## src/hdl/assert_macros.svh

```systemverilog
// Assertion macros shared by the sender window RTL.
// Expects clk and arst_n in the scope of each use.
`ifndef ASSERT_MACROS_SVH
`define ASSERT_MACROS_SVH

// property must hold at every clock edge out of reset
`define GBN_ASSERT(lbl, prop, msg) \
	lbl: assert property (@(posedge clk) disable iff (!arst_n) prop) \
		else $error(msg);

// expression must never be true out of reset
`define GBN_NEVER(lbl, expr, msg) \
	lbl: assert property (@(posedge clk) disable iff (!arst_n) !(expr)) \
		else $error(msg);

`endif

```

## src/hdl/gbn_pkg.sv

```systemverilog
// Package for the Go-Back-N sender window: codes, defaults, state type and
// the command/status structs between controller and datapath. No dependencies.
`default_nettype none

package gbn_pkg;

	localparam int MAX_WINDOW_DEF = 16;
	localparam int CFG_DATA_W     = 32;
	localparam int CFG_IDX_W      = 2;
	localparam int SEQ_W          = 32;
	localparam int TICK_W         = 16;
	localparam int WSIZE_W        = 5;

	localparam logic [1:0] FUNC_TICK   = 2'd0;
	localparam logic [1:0] FUNC_ACK    = 2'd1;
	localparam logic [1:0] FUNC_START  = 2'd2;
	localparam logic [1:0] FUNC_UNUSED = 2'd3;

	localparam logic CMD_DATA = 1'b0;
	localparam logic CMD_FIN  = 1'b1;

	localparam logic [CFG_IDX_W-1:0] REG_WINDOW_SIZE   = 2'd0;
	localparam logic [CFG_IDX_W-1:0] REG_TOTAL_PACKETS = 2'd1;
	localparam logic [CFG_IDX_W-1:0] REG_TIMEOUT_TICKS = 2'd2;

	localparam logic [WSIZE_W-1:0] WINDOW_SIZE_RST   = 5'd4;
	localparam logic [SEQ_W-1:0]   TOTAL_PACKETS_RST = 32'd0;
	localparam logic [TICK_W-1:0]  TIMEOUT_TICKS_RST = 16'd1000;

	typedef enum logic [2:0] {
		S_IDLE,
		S_EVAL,
		S_CALC,
		S_FIN,
		S_EMIT
	} state_t;

	typedef struct packed {
		logic capture;
		logic update;
		logic calc;
		logic load_fin;
		logic load_data;
	} dp_cmd_t;

	typedef struct packed {
		logic ignore;
		logic done;
		logic n_zero;
		logic last_one;
		logic out_free;
	} dp_sts_t;

endpackage

`default_nettype wire

```

## src/hdl/gbn_datapath.sv

```systemverilog
// Datapath of the sender window: config registers, window state, burst
// counter and output register. Depends on gbn_pkg and assert_macros.svh.
`default_nettype none
`include "assert_macros.svh"

module gbn_datapath #(
	parameter int MAX_WINDOW = gbn_pkg::MAX_WINDOW_DEF
) (
	input  wire logic                               clk,
	input  wire logic                               arst_n,
	input  wire logic                               cfg_we,
	input  wire logic [gbn_pkg::CFG_IDX_W-1:0]      cfg_index,
	input  wire logic [gbn_pkg::CFG_DATA_W-1:0]     cfg_data,
	input  wire logic [1:0]                         func,
	input  wire logic [gbn_pkg::SEQ_W-1:0]          ack_number,
	input  wire logic                               ack_good,
	input  wire logic                               out_stall,
	input  wire gbn_pkg::dp_cmd_t                   cmd,
	output gbn_pkg::dp_sts_t                        sts,
	output logic                                    out_valid,
	output logic                                    command,
	output logic [gbn_pkg::SEQ_W-1:0]               sequence_res,
	output logic                                    last
);
	import gbn_pkg::*;

	localparam int CNT_W = $clog2(MAX_WINDOW + 1);

	logic [WSIZE_W-1:0] win_size_q;
	logic [SEQ_W-1:0]   total_q;
	logic [TICK_W-1:0]  tmo_q;

	logic [1:0]         func_q;
	logic [SEQ_W-1:0]   ack_q;
	logic               good_q;

	logic [SEQ_W-1:0]   base_q, base_d;
	logic [SEQ_W-1:0]   next_q, next_d;
	logic [TICK_W-1:0]  idle_q, idle_d;
	logic               active_q, active_d;
	logic [CNT_W-1:0]   cnt_q;

	logic               out_valid_q;
	logic               command_q;
	logic [SEQ_W-1:0]   seq_q;
	logic               last_q;

	logic [TICK_W-1:0]  limit;
	logic [TICK_W-1:0]  idle_inc;
	logic [SEQ_W:0]     nb;
	logic [SEQ_W-1:0]   win_w, gap, rem_win, rem_tot, n_val;

	always_ff @(posedge clk or negedge arst_n) begin
		if (!arst_n) begin
			win_size_q <= WINDOW_SIZE_RST;
			total_q    <= TOTAL_PACKETS_RST;
			tmo_q      <= TIMEOUT_TICKS_RST;
		end else if (cfg_we) begin
			case (cfg_index)
				REG_WINDOW_SIZE:   win_size_q <= cfg_data[WSIZE_W-1:0];
				REG_TOTAL_PACKETS: total_q    <= cfg_data[SEQ_W-1:0];
				REG_TIMEOUT_TICKS: tmo_q      <= cfg_data[TICK_W-1:0];
				default: ;
			endcase
		end
	end

	always_ff @(posedge clk) begin
		if (cmd.capture) begin
			func_q <= func;
			ack_q  <= ack_number;
			good_q <= ack_good;
		end
	end

	always_comb begin
		limit    = (tmo_q == '0) ? TICK_W'(1) : tmo_q;
		idle_inc = (idle_q == '1) ? idle_q : idle_q + TICK_W'(1);
		nb       = {1'b0, ack_q} + (SEQ_W+1)'(1);
		base_d   = base_q;
		next_d   = next_q;
		idle_d   = idle_q;
		active_d = active_q;
		if (cmd.update) begin
			case (func_q)
				FUNC_START: begin
					base_d   = '0;
					next_d   = '0;
					idle_d   = '0;
					active_d = 1'b1;
				end
				FUNC_ACK: begin
					if (good_q) begin
						if (ack_q >= base_q)
							base_d = (nb > {1'b0, next_q}) ? next_q : nb[SEQ_W-1:0];
						idle_d = '0;
					end
				end
				FUNC_TICK: begin
					if (idle_inc >= limit) begin
						next_d = base_q;
						idle_d = '0;
					end else begin
						idle_d = idle_inc;
					end
				end
				default: ;
			endcase
		end
		if (cmd.load_fin)
			active_d = 1'b0;
		if (cmd.load_data)
			next_d = next_q + SEQ_W'(1);
	end

	// packets still allowed out: limited by window space and by the transfer end
	always_comb begin
		win_w = (win_size_q == '0) ? SEQ_W'(1) : SEQ_W'(win_size_q);
		if (win_w > SEQ_W'(MAX_WINDOW))
			win_w = SEQ_W'(MAX_WINDOW);
		gap     = next_q - base_q;
		rem_win = (gap < win_w) ? win_w - gap : '0;
		rem_tot = (total_q > next_q) ? total_q - next_q : '0;
		n_val   = (rem_win < rem_tot) ? rem_win : rem_tot;
	end

	always_ff @(posedge clk or negedge arst_n) begin
		if (!arst_n) begin
			base_q   <= '0;
			next_q   <= '0;
			idle_q   <= '0;
			active_q <= 1'b0;
			cnt_q    <= '0;
		end else begin
			base_q   <= base_d;
			next_q   <= next_d;
			idle_q   <= idle_d;
			active_q <= active_d;
			if (cmd.calc)
				cnt_q <= n_val[CNT_W-1:0];
			else if (cmd.load_data)
				cnt_q <= cnt_q - CNT_W'(1);
		end
	end

	always_ff @(posedge clk or negedge arst_n) begin
		if (!arst_n)
			out_valid_q <= 1'b0;
		else if (cmd.load_fin || cmd.load_data)
			out_valid_q <= 1'b1;
		else if (!out_stall)
			out_valid_q <= 1'b0;
	end

	always_ff @(posedge clk) begin
		if (cmd.load_fin) begin
			command_q <= CMD_FIN;
			seq_q     <= next_q;
			last_q    <= 1'b1;
		end else if (cmd.load_data) begin
			command_q <= CMD_DATA;
			seq_q     <= next_q;
			last_q    <= (cnt_q == CNT_W'(1));
		end
	end

	always_comb begin
		sts.ignore   = (func_q == FUNC_UNUSED) || (func_q != FUNC_START && !active_q);
		sts.done     = (base_q >= total_q);
		sts.n_zero   = (n_val == '0);
		sts.last_one = (cnt_q == CNT_W'(1));
		sts.out_free = !out_valid_q || !out_stall;
	end

	assign out_valid    = out_valid_q;
	assign command      = command_q;
	assign sequence_res = seq_q;
	assign last         = last_q;

	`GBN_ASSERT(a_base_le_next, next_q >= base_q, "window base passed next sequence")
	`GBN_ASSERT(a_cnt_range, cnt_q <= CNT_W'(MAX_WINDOW), "burst count above window limit")
	`GBN_ASSERT(a_load_free, (cmd.load_fin || cmd.load_data) |-> sts.out_free, "output overwritten")
	`GBN_NEVER(a_load_both, cmd.load_fin && cmd.load_data, "FIN and data loaded together")

endmodule

`default_nettype wire

```

## src/hdl/gbn_ctrl.sv

```systemverilog
// Controller of the sender window: sequences evaluate, count and emit steps.
// Depends on gbn_pkg and assert_macros.svh.
`default_nettype none
`include "assert_macros.svh"

module gbn_ctrl (
	input  wire logic                clk,
	input  wire logic                arst_n,
	input  wire logic                in_valid,
	input  wire gbn_pkg::dp_sts_t    sts,
	output gbn_pkg::dp_cmd_t         cmd,
	output logic                     in_stall
);
	import gbn_pkg::*;

	state_t state_q, state_d;

	always_ff @(posedge clk or negedge arst_n) begin
		if (!arst_n)
			state_q <= S_IDLE;
		else
			state_q <= state_d;
	end

	always_comb begin
		state_d = state_q;
		case (state_q)
			S_IDLE: begin
				if (in_valid)
					state_d = S_EVAL;
			end
			S_EVAL: begin
				state_d = sts.ignore ? S_IDLE : S_CALC;
			end
			S_CALC: begin
				if (sts.done)
					state_d = S_FIN;
				else if (sts.n_zero)
					state_d = S_IDLE;
				else
					state_d = S_EMIT;
			end
			S_FIN: begin
				if (sts.out_free)
					state_d = S_IDLE;
			end
			S_EMIT: begin
				if (sts.out_free && sts.last_one)
					state_d = S_IDLE;
			end
			default: state_d = S_IDLE;
		endcase
	end

	always_comb begin
		cmd      = '0;
		in_stall = 1'b1;
		case (state_q)
			S_IDLE: begin
				in_stall    = 1'b0;
				cmd.capture = in_valid;
			end
			S_EVAL:  cmd.update    = !sts.ignore;
			S_CALC:  cmd.calc      = !sts.done;
			S_FIN:   cmd.load_fin  = sts.out_free;
			S_EMIT:  cmd.load_data = sts.out_free;
			default: ;
		endcase
	end

	`GBN_ASSERT(a_fin_exit, (state_q == S_FIN && sts.out_free) |=> (state_q == S_IDLE), "FIN not final")
	`GBN_ASSERT(a_take_only_idle, cmd.capture |-> (state_q == S_IDLE), "item taken while busy")

endmodule

`default_nettype wire

```

## src/hdl/go_back_n_sender_window.sv

```systemverilog
// Top level of the Go-Back-N sender window: controller plus datapath.
// Depends on gbn_pkg, gbn_ctrl and gbn_datapath.
//
//  channel  | handshake            | payload
//  ---------+----------------------+-----------------------------------
//  in       | in_valid / in_stall  | func, ack_number, ack_good
//  out      | out_valid / out_stall| command, sequence_res, last
//  cfg      | cfg_we               | cfg_index, cfg_data
//
// An item is evaluated in EVAL, its burst (up to MAX_WINDOW commands) sized
// in CALC; results then leave the single output register, one per cycle
// while not stalled. Ignored items end in EVAL, empty bursts in CALC.
// Output stalls hold the burst; in_stall stays high until the last result is
// loaded. arst_n clears the window state and loads register defaults.
`default_nettype none

module go_back_n_sender_window #(
	parameter int MAX_WINDOW = gbn_pkg::MAX_WINDOW_DEF
) (
	input  wire logic                               clk,
	input  wire logic                               arst_n,
	input  wire logic                               cfg_we,
	input  wire logic [gbn_pkg::CFG_IDX_W-1:0]      cfg_index,
	input  wire logic [gbn_pkg::CFG_DATA_W-1:0]     cfg_data,
	input  wire logic                               in_valid,
	output logic                                    in_stall,
	input  wire logic [1:0]                         func,
	input  wire logic [gbn_pkg::SEQ_W-1:0]          ack_number,
	input  wire logic                               ack_good,
	output logic                                    out_valid,
	input  wire logic                               out_stall,
	output logic                                    command,
	output logic [gbn_pkg::SEQ_W-1:0]               sequence_res,
	output logic                                    last
);
	import gbn_pkg::*;

	dp_cmd_t cmd;
	dp_sts_t sts;

	gbn_ctrl u_ctrl (
		.clk      (clk),
		.arst_n   (arst_n),
		.in_valid (in_valid),
		.sts      (sts),
		.cmd      (cmd),
		.in_stall (in_stall)
	);

	gbn_datapath #(
		.MAX_WINDOW (MAX_WINDOW)
	) u_datapath (
		.clk          (clk),
		.arst_n       (arst_n),
		.cfg_we       (cfg_we),
		.cfg_index    (cfg_index),
		.cfg_data     (cfg_data),
		.func         (func),
		.ack_number   (ack_number),
		.ack_good     (ack_good),
		.out_stall    (out_stall),
		.cmd          (cmd),
		.sts          (sts),
		.out_valid    (out_valid),
		.command      (command),
		.sequence_res (sequence_res),
		.last         (last)
	);

endmodule

`default_nettype wire
```

## config.mk

```make
export PLATFORM = sky130hd
export DESIGN_NAME = go_back_n_sender_window
export DESIGN_NICKNAME = d
export VERILOG_FILES = /design/src/hdl/gbn_pkg.sv /design/src/hdl/gbn_datapath.sv /design/src/hdl/gbn_ctrl.sv /design/src/hdl/go_back_n_sender_window.sv
export VERILOG_INCLUDE_DIRS = /design/src /design/src/hdl
export SDC_FILE = /design/constraint.sdc
export NUM_CORES = 1
export LEC_CHECK = 0
export ABC_AREA = 1
export BUFFER_PORTS_ARGS = -buffer_cell sky130_fd_sc_hd__buf_2
export CAP_MARGIN = 20
export CORE_MARGIN = 2
export CORE_UTILIZATION = 60
export DETAILED_ROUTE_END_ITERATION = 10
export PLACE_DENSITY_LB_ADDON = 0.05
export RECOVER_POWER = 100
export SLEW_MARGIN = 20
export SYNTH_ARGS = -nofsm -noshare
export SYNTH_HDL_FRONTEND = slang
export SYNTH_SLANG_ARGS = --single-unit
```

## constraint.sdc

```tcl
create_clock -name clk -period 6.8 [get_ports clk]
set_input_delay 2.04 -clock clk [delete_from_list [all_inputs] [get_ports clk]]
set_output_delay 2.04 -clock clk [all_outputs]
set_load 0.1 [all_outputs]
```

==> impl_metrics.yaml, run 1 <==
status:
  outcome: "complete, but fails checks"
  violations: "max-capacitance violations, max-slew violations"
global_route:
  grt_overflow: 0
  met1_usage_pct: 48.7
  gr-usage-met3_pct: 7.94
  grt_max_degree: 90
  grtUsageMet2_pct: 62.5
  grt.total_usage_pct: 38.3
  grt_pass1_vias: 17841
  top_usage_layer: "met2"
  grt_antenna_before_repair: 0
  grt_pass1_wl_um: 97700
critical_path:
  cpPeakStageDelay_ns: 0.51
  rr_worst_depth: 36
  rrSetupSlack_ns: 0.69
  crit_arrival_ns: 6.56
  regToRegEndpoint: "u_ctrl.state_q[2]"
  required_ns: 7.25
  end_kind: "flop"
  crit_slowest_cell: "dfrtp_1"
  cp_max_fo: 9
  cp_common_cell: "nand2_1"
  r2r-start: "u_datapath.next_q[0]"
  worstSetupPathType: "flop to flop"
  startpoint_type: "flop"
place:
  place_ws_ns: 0.747
  portBuffers: 109
  dp_hpwl_um: 50600
  placed_cell_area_mm2: 0.0196
  place_congestion: 1.05
final_layout:
  num-nets-final: 3079
  layout-drive-gt1-share_pct: 5.45
  layout_common_cells: "665 x nand2_1, 448 x inv_1, 250 x nor2_1, 216 x ha_1, 193 x o21ai_0"
  final_common_cell: "nand2_1"
  final_area_mm2: 0.0202
  antennaDiodeCount: 0
  syn_to_final_growth_pct: 9.20
timing:
  finClkSkew_ns: 0.0208
  hold_ws_ns: 0.473
  slew_headroom_pct: -182
  rsz0062_at_grt: "false"
  post-route-min-period_ns: 6.11
  fin_ws_ns: 0.688
  hold_viol: 0
  finalSetupTns_ns: 0
  setup_violations: 0
  max_freq_mhz: 164
  period_share_pct: 89.9
  worst_slew_pin_slew_ns: 4.24
  slew_viol_final: 224
clock_network:
  cts_hold_buffers: 0
  clock-root-buffer: "clkbuf_16"
  insertion_delay_ns: 0.57
  cts.sinks: 212
  tritoncts: "yes"
  clockBufferDepth: 3
  h-tree-depth: 1
  post_cts_buffers: 0
  cts_inserted_buffers: 25
  cts.clk_slew.worst_paths_ns: 0.06
  cts_resized: 0
route:
  vias_per_cell: 5.88
  first_pass_iters: 8
  ant_nets: 0
  routedWlPerCell_um: 19.7
  vias: 18807
  drt_iter0_markers: 2033
  drc: 0
  drt_wl_total_um: 62900
flow_run:
  cap_violations: 4
synth:
  yosys_warnings: 0
  syn_inst: 2663
  synth_edf_count: 67
  ys_seq_elements: 212
  avgSynthCellArea_um2: 6.96
  ys_seq_area_share_pct: 30.4
  synth.distinct_cells: 62
  ys.flop_type: "dfrtp_1"
  async_reset_ff_share_pct: 67.5
  synthesis.area_mm2: 0.0185
hold_path:
  hold-path-endpoint: "u_datapath.command"
  min_from: "u_datapath.command"
  min_path_type: "flop to flop"
  hold_depth: 2
floorplanning:
  initial_core_util_pct: 60.7
  rows: 64
  io_pins: 110
  die_h_um: 180
  die_width_um: 180
  die_area_mm2: 0.0323
  coreArea_mm2: 0.0305
## area by class of cell
class / instances / area (um2)
multi-input combinational: 1966 / 11000
fill: 2772 / 10300
sequential: 212 / 5640
inverter: 455 / 1710
clock buffer: 28 / 637
timing repair buffer: 126 / 599
tap: 396 / 495
clock inverter: 18 / 128
## flip-flops by register name, indices dropped and copies added, names as in the netlist
register / cells
u_datapath.last: 1
u_datapath.idle_q: 16
u_datapath.sequence_res: 32
u_datapath.out_valid: 1
u_ctrl.state_q: 3
u_datapath.tmo_q: 16
u_datapath.good_q: 1
u_datapath.active_q: 1
u_datapath.next_q: 32
u_datapath.cnt_q: 5
u_datapath.base_q: 32
u_datapath.ack_q: 32
u_datapath.win_size_q: 5
u_datapath.total_q: 32
u_datapath.command: 1
u_datapath.func_q: 2
## worst max-delay path: cells and delay by family, from the launching register on
kind,cells,cell delay (ns)
simple gates,24,2.83
fa+ha+maj,4,1.30
flops,1,0.51
compound gates,5,1.09
buf+inv,3,0.28
## worst max path at each step
stage                                    start                  end  slack (ns)  cells past startpoint
after floorplan           u_datapath.next_q[0]  u_datapath.cnt_q[4]        1.73                     33
after global placement    u_datapath.next_q[0]    u_ctrl.state_q[2]        1.15                     36
after detailed placement  u_datapath.next_q[0]    u_ctrl.state_q[2]        0.75                     36
after CTS                 u_datapath.next_q[0]    u_ctrl.state_q[2]        0.72                     36
after global routing      u_datapath.next_q[0]    u_ctrl.state_q[2]        0.08                     36
final                     u_datapath.next_q[0]    u_ctrl.state_q[2]        0.69                     36
## cells by family (layout without fill, tap and decap cells)
group                      Yosys count  after routing  synth area share, %
muxes                                1              1               0.0608
other                                1             13               0.0202
and+or+nand+nor                   1221           1221                 27.8
AOI/OAI and AO/OA                  449            449                 13.5
buffers and inverters              497            627                 10.2
DFF                                212            212                 30.4
xor gates and xnor gates            63             63                 2.98
adders and majority gates          219            219                 14.9
## layer usage
metal | share of wire [%] | wire length (um)
met1 | 39 | 24700
met2 | 45 | 28400
met3 | 9.9 | 6220
met4 | 5.7 | 3580
met5 | 0 | 0
## through the flow
stage / instances / util (%)
2_1_floorplan: 2675 / -
3_3_place_gp: 3154 / 64.1
3_5_place_dp: 3154 / 64.1
4_1_cts: 3200 / 66.6
5_1_grt: 3201 / 66.3
6_report: 3201 / 66.3
## Yosys cell counts (11+ instances only)
master / count / share of area, %
nand2_1: 665 / 13
inv_1: 448 / 9.1
nor2_1: 251 / 5.1
ha_1: 216 / 15
o21ai_0: 173 / 4.7
a21oi_1: 160 / 4.3
dfrtp_1: 136 / 18
nand3_1: 136 / 3.7
edfxtp_1: 67 / 11
nor3_1: 60 / 1.6
nand4_1: 48 / 1.6
xor2_1: 43 / 2.0
clkbuf_1: 33 / 0.67
o22ai_1: 20 / 0.68
xnor2_1: 20 / 0.95
nor4_1: 19 / 0.64
o21ai_1: 18 / 0.49
a21o_1: 11 / 0.45
Power of run 1 is not shown: default switching activity piles up to over one toggle a cycle in this logic, so the estimate is an artifact.
==> run 2: changes to the inputs <==
BUFFER_PORTS_ARGS = -buffer_cell sky130_fd_sc_hd__clkbuf_2   (was -buffer_cell sky130_fd_sc_hd__buf_2)
CORE_UTILIZATION = 45   (was 60)
clock period = 5.5 ns   (was 6.8 ns; I/O delays follow)
==> run 2 against run 1 <==
Effect of this change: the flow still finishes with violations (max-capacitance violations, max-slew violations); final cell count grew 6.0%; first-iteration DRC count decreased by 23%; critical path type unchanged; routed wire length increased by 6.6%; critical endpoint unchanged; non-clock buffer count up 50; fmax rose by 17%; largest cell class unchanged; hold slack lost 0.014 ns; clock skew decreased by 0.011 ns; highest routed layer unchanged.
==> impl_metrics.yaml, run 2 (synthesis results as in run 1) <==
status:
  outcome: "complete, but fails checks"
  violations: "max-capacitance violations, max-slew violations"
global_route:
  grt_max_degree: 85
  grt_antenna_before_repair: 0
  grt_pass1_wl_um: 102000
  grt_overflow: 0
  grt_pass1_vias: 17396
  grt.total_usage_pct: 31.7
place:
  placed_cell_area_mm2: 0.0201
  portBuffers: 109
  place_congestion: 1.01
  place_ws_ns: -0.114
  dp_hpwl_um: 55800
final_layout:
  layout_common_cells: "663 x nand2_1, 446 x inv_1, 245 x nor2_1, 212 x ha_1, 174 x o21ai_0"
  layout-drive-gt1-share_pct: 7.93
  antennaDiodeCount: 0
  syn_to_final_growth_pct: 13.9
  final_common_cell: "nand2_1"
  num-nets-final: 3132
  final_area_mm2: 0.0211
timing:
  worst_slew_pin_slew_ns: 2.77
  finClkSkew_ns: 0.00989
  slew_viol_final: 252
  fin_ws_ns: 0.296
  post-route-min-period_ns: 5.20
  rsz0062_at_grt: "true"
  setup_violations: 0
  slew_headroom_pct: -85.5
  hold_viol: 0
  max_freq_mhz: 192
  finalSetupTns_ns: 0
  hold_ws_ns: 0.460
  period_share_pct: 94.6
floorplanning:
  initial_core_util_pct: 45.5
  io_pins: 110
  die_width_um: 207
  coreArea_mm2: 0.0407
  rows: 74
  die_h_um: 207
  die_area_mm2: 0.0428
hold_path:
  min_path_type: "flop to flop"
route:
  vias: 18372
  ant_nets: 0
  drt_iter0_markers: 1563
  first_pass_iters: 6
  vias_per_cell: 5.41
  drt_wl_total_um: 67100
  drc: 0
  routedWlPerCell_um: 19.8
clock_network:
  cts.clk_slew.worst_paths_ns: 0.06
  cts.sinks: 212
  insertion_delay_ns: 0.58
  cts_hold_buffers: 0
  clock-root-buffer: "clkbuf_16"
  h-tree-depth: 1
  cts_inserted_buffers: 28
  tritoncts: "yes"
  clockBufferDepth: 3
critical_path:
  cp_max_fo: 6
  crit_slowest_cell: "dfrtp_1"
  required_ns: 5.97
  cp_common_cell: "nand2_1"
  crit_arrival_ns: 5.68
  cpPeakStageDelay_ns: 0.42
  startpoint_type: "flop"
  end_kind: "flop"
  worstSetupPathType: "flop to flop"
flow_run:
  cap_violations: 6
-- run 2: cell count changes in the layout (fill, tap and decap cells not counted), sizes merged --
cell	before	now
bufinv	1	6
dlygate4sd2	1	0
buf	76	39
clkinv	17	14
clkbuf	77	169
-- run 2: routing by layer --
| layer | share of wire, % | vias to the layer above | track usage (%) |
|---|---|---|---|
| li1 | - | 9099 | - |
| met1 | 46 | 8494 | 45.0 |
| met2 | 43 | 650 | 49.8 |
| met3 | 6.8 | 129 | 3.39 |
| met4 | 4.1 | 0 | 11.6 |
| met5 | 0 | - | 0 |
-- run 2: final timing paths --
check	from	end	slack, ns	depth (start not counted)
setup / recovery	u_datapath.base_q[0]	u_ctrl.state_q[2]	0.30	34
hold / removal	u_datapath.command	u_datapath.command	0.46	2
setup reg to reg	u_datapath.base_q[0]	u_ctrl.state_q[2]	0.30	34
hold reg to reg	u_datapath.command	u_datapath.command	0.46	2
max in group asynchronous	arst_n	u_datapath.total_q[15]	1.06	2
min in group asynchronous	arst_n	u_datapath.base_q[10]	1.83	1
-- run 2: worst max-delay path, delay by kind of cell, from the launching register on --
kind	cells	cell delay (ns)
adders and majority gates	4	1.18
DFF	1	0.42
AOI/OAI and AO/OA	3	0.49
and+or+nand+nor	25	2.77
buffers and inverters	2	0.22
-- run 2: through the flow --
stage	utilization [%]	std cells
after floorplan	-	2675
after global placement	49.3	3333
after detailed placement	49.3	3334
after CTS	51.8	3386
after global routing	51.8	3393
final	51.8	3393
-- run 2: cell type report --
type,count,area (um2)
clock buffers,32,747
clock inverters,20,256
fillers,4148,19600
inverters,455,1710
multi-input cells,1966,11200
flip-flops and latches,212,5640
well taps,532,666
repair buffers,176,915
-- run 2: repair_timing --
item                                   CTS  global route
pin swaps                                0            11
setup buffers                            0             6
resized for setup                        2            31
setup endpoints to repair                3            55
endpoints found under the hold margin    0             0
Power of run 2 is left out for the same reason.
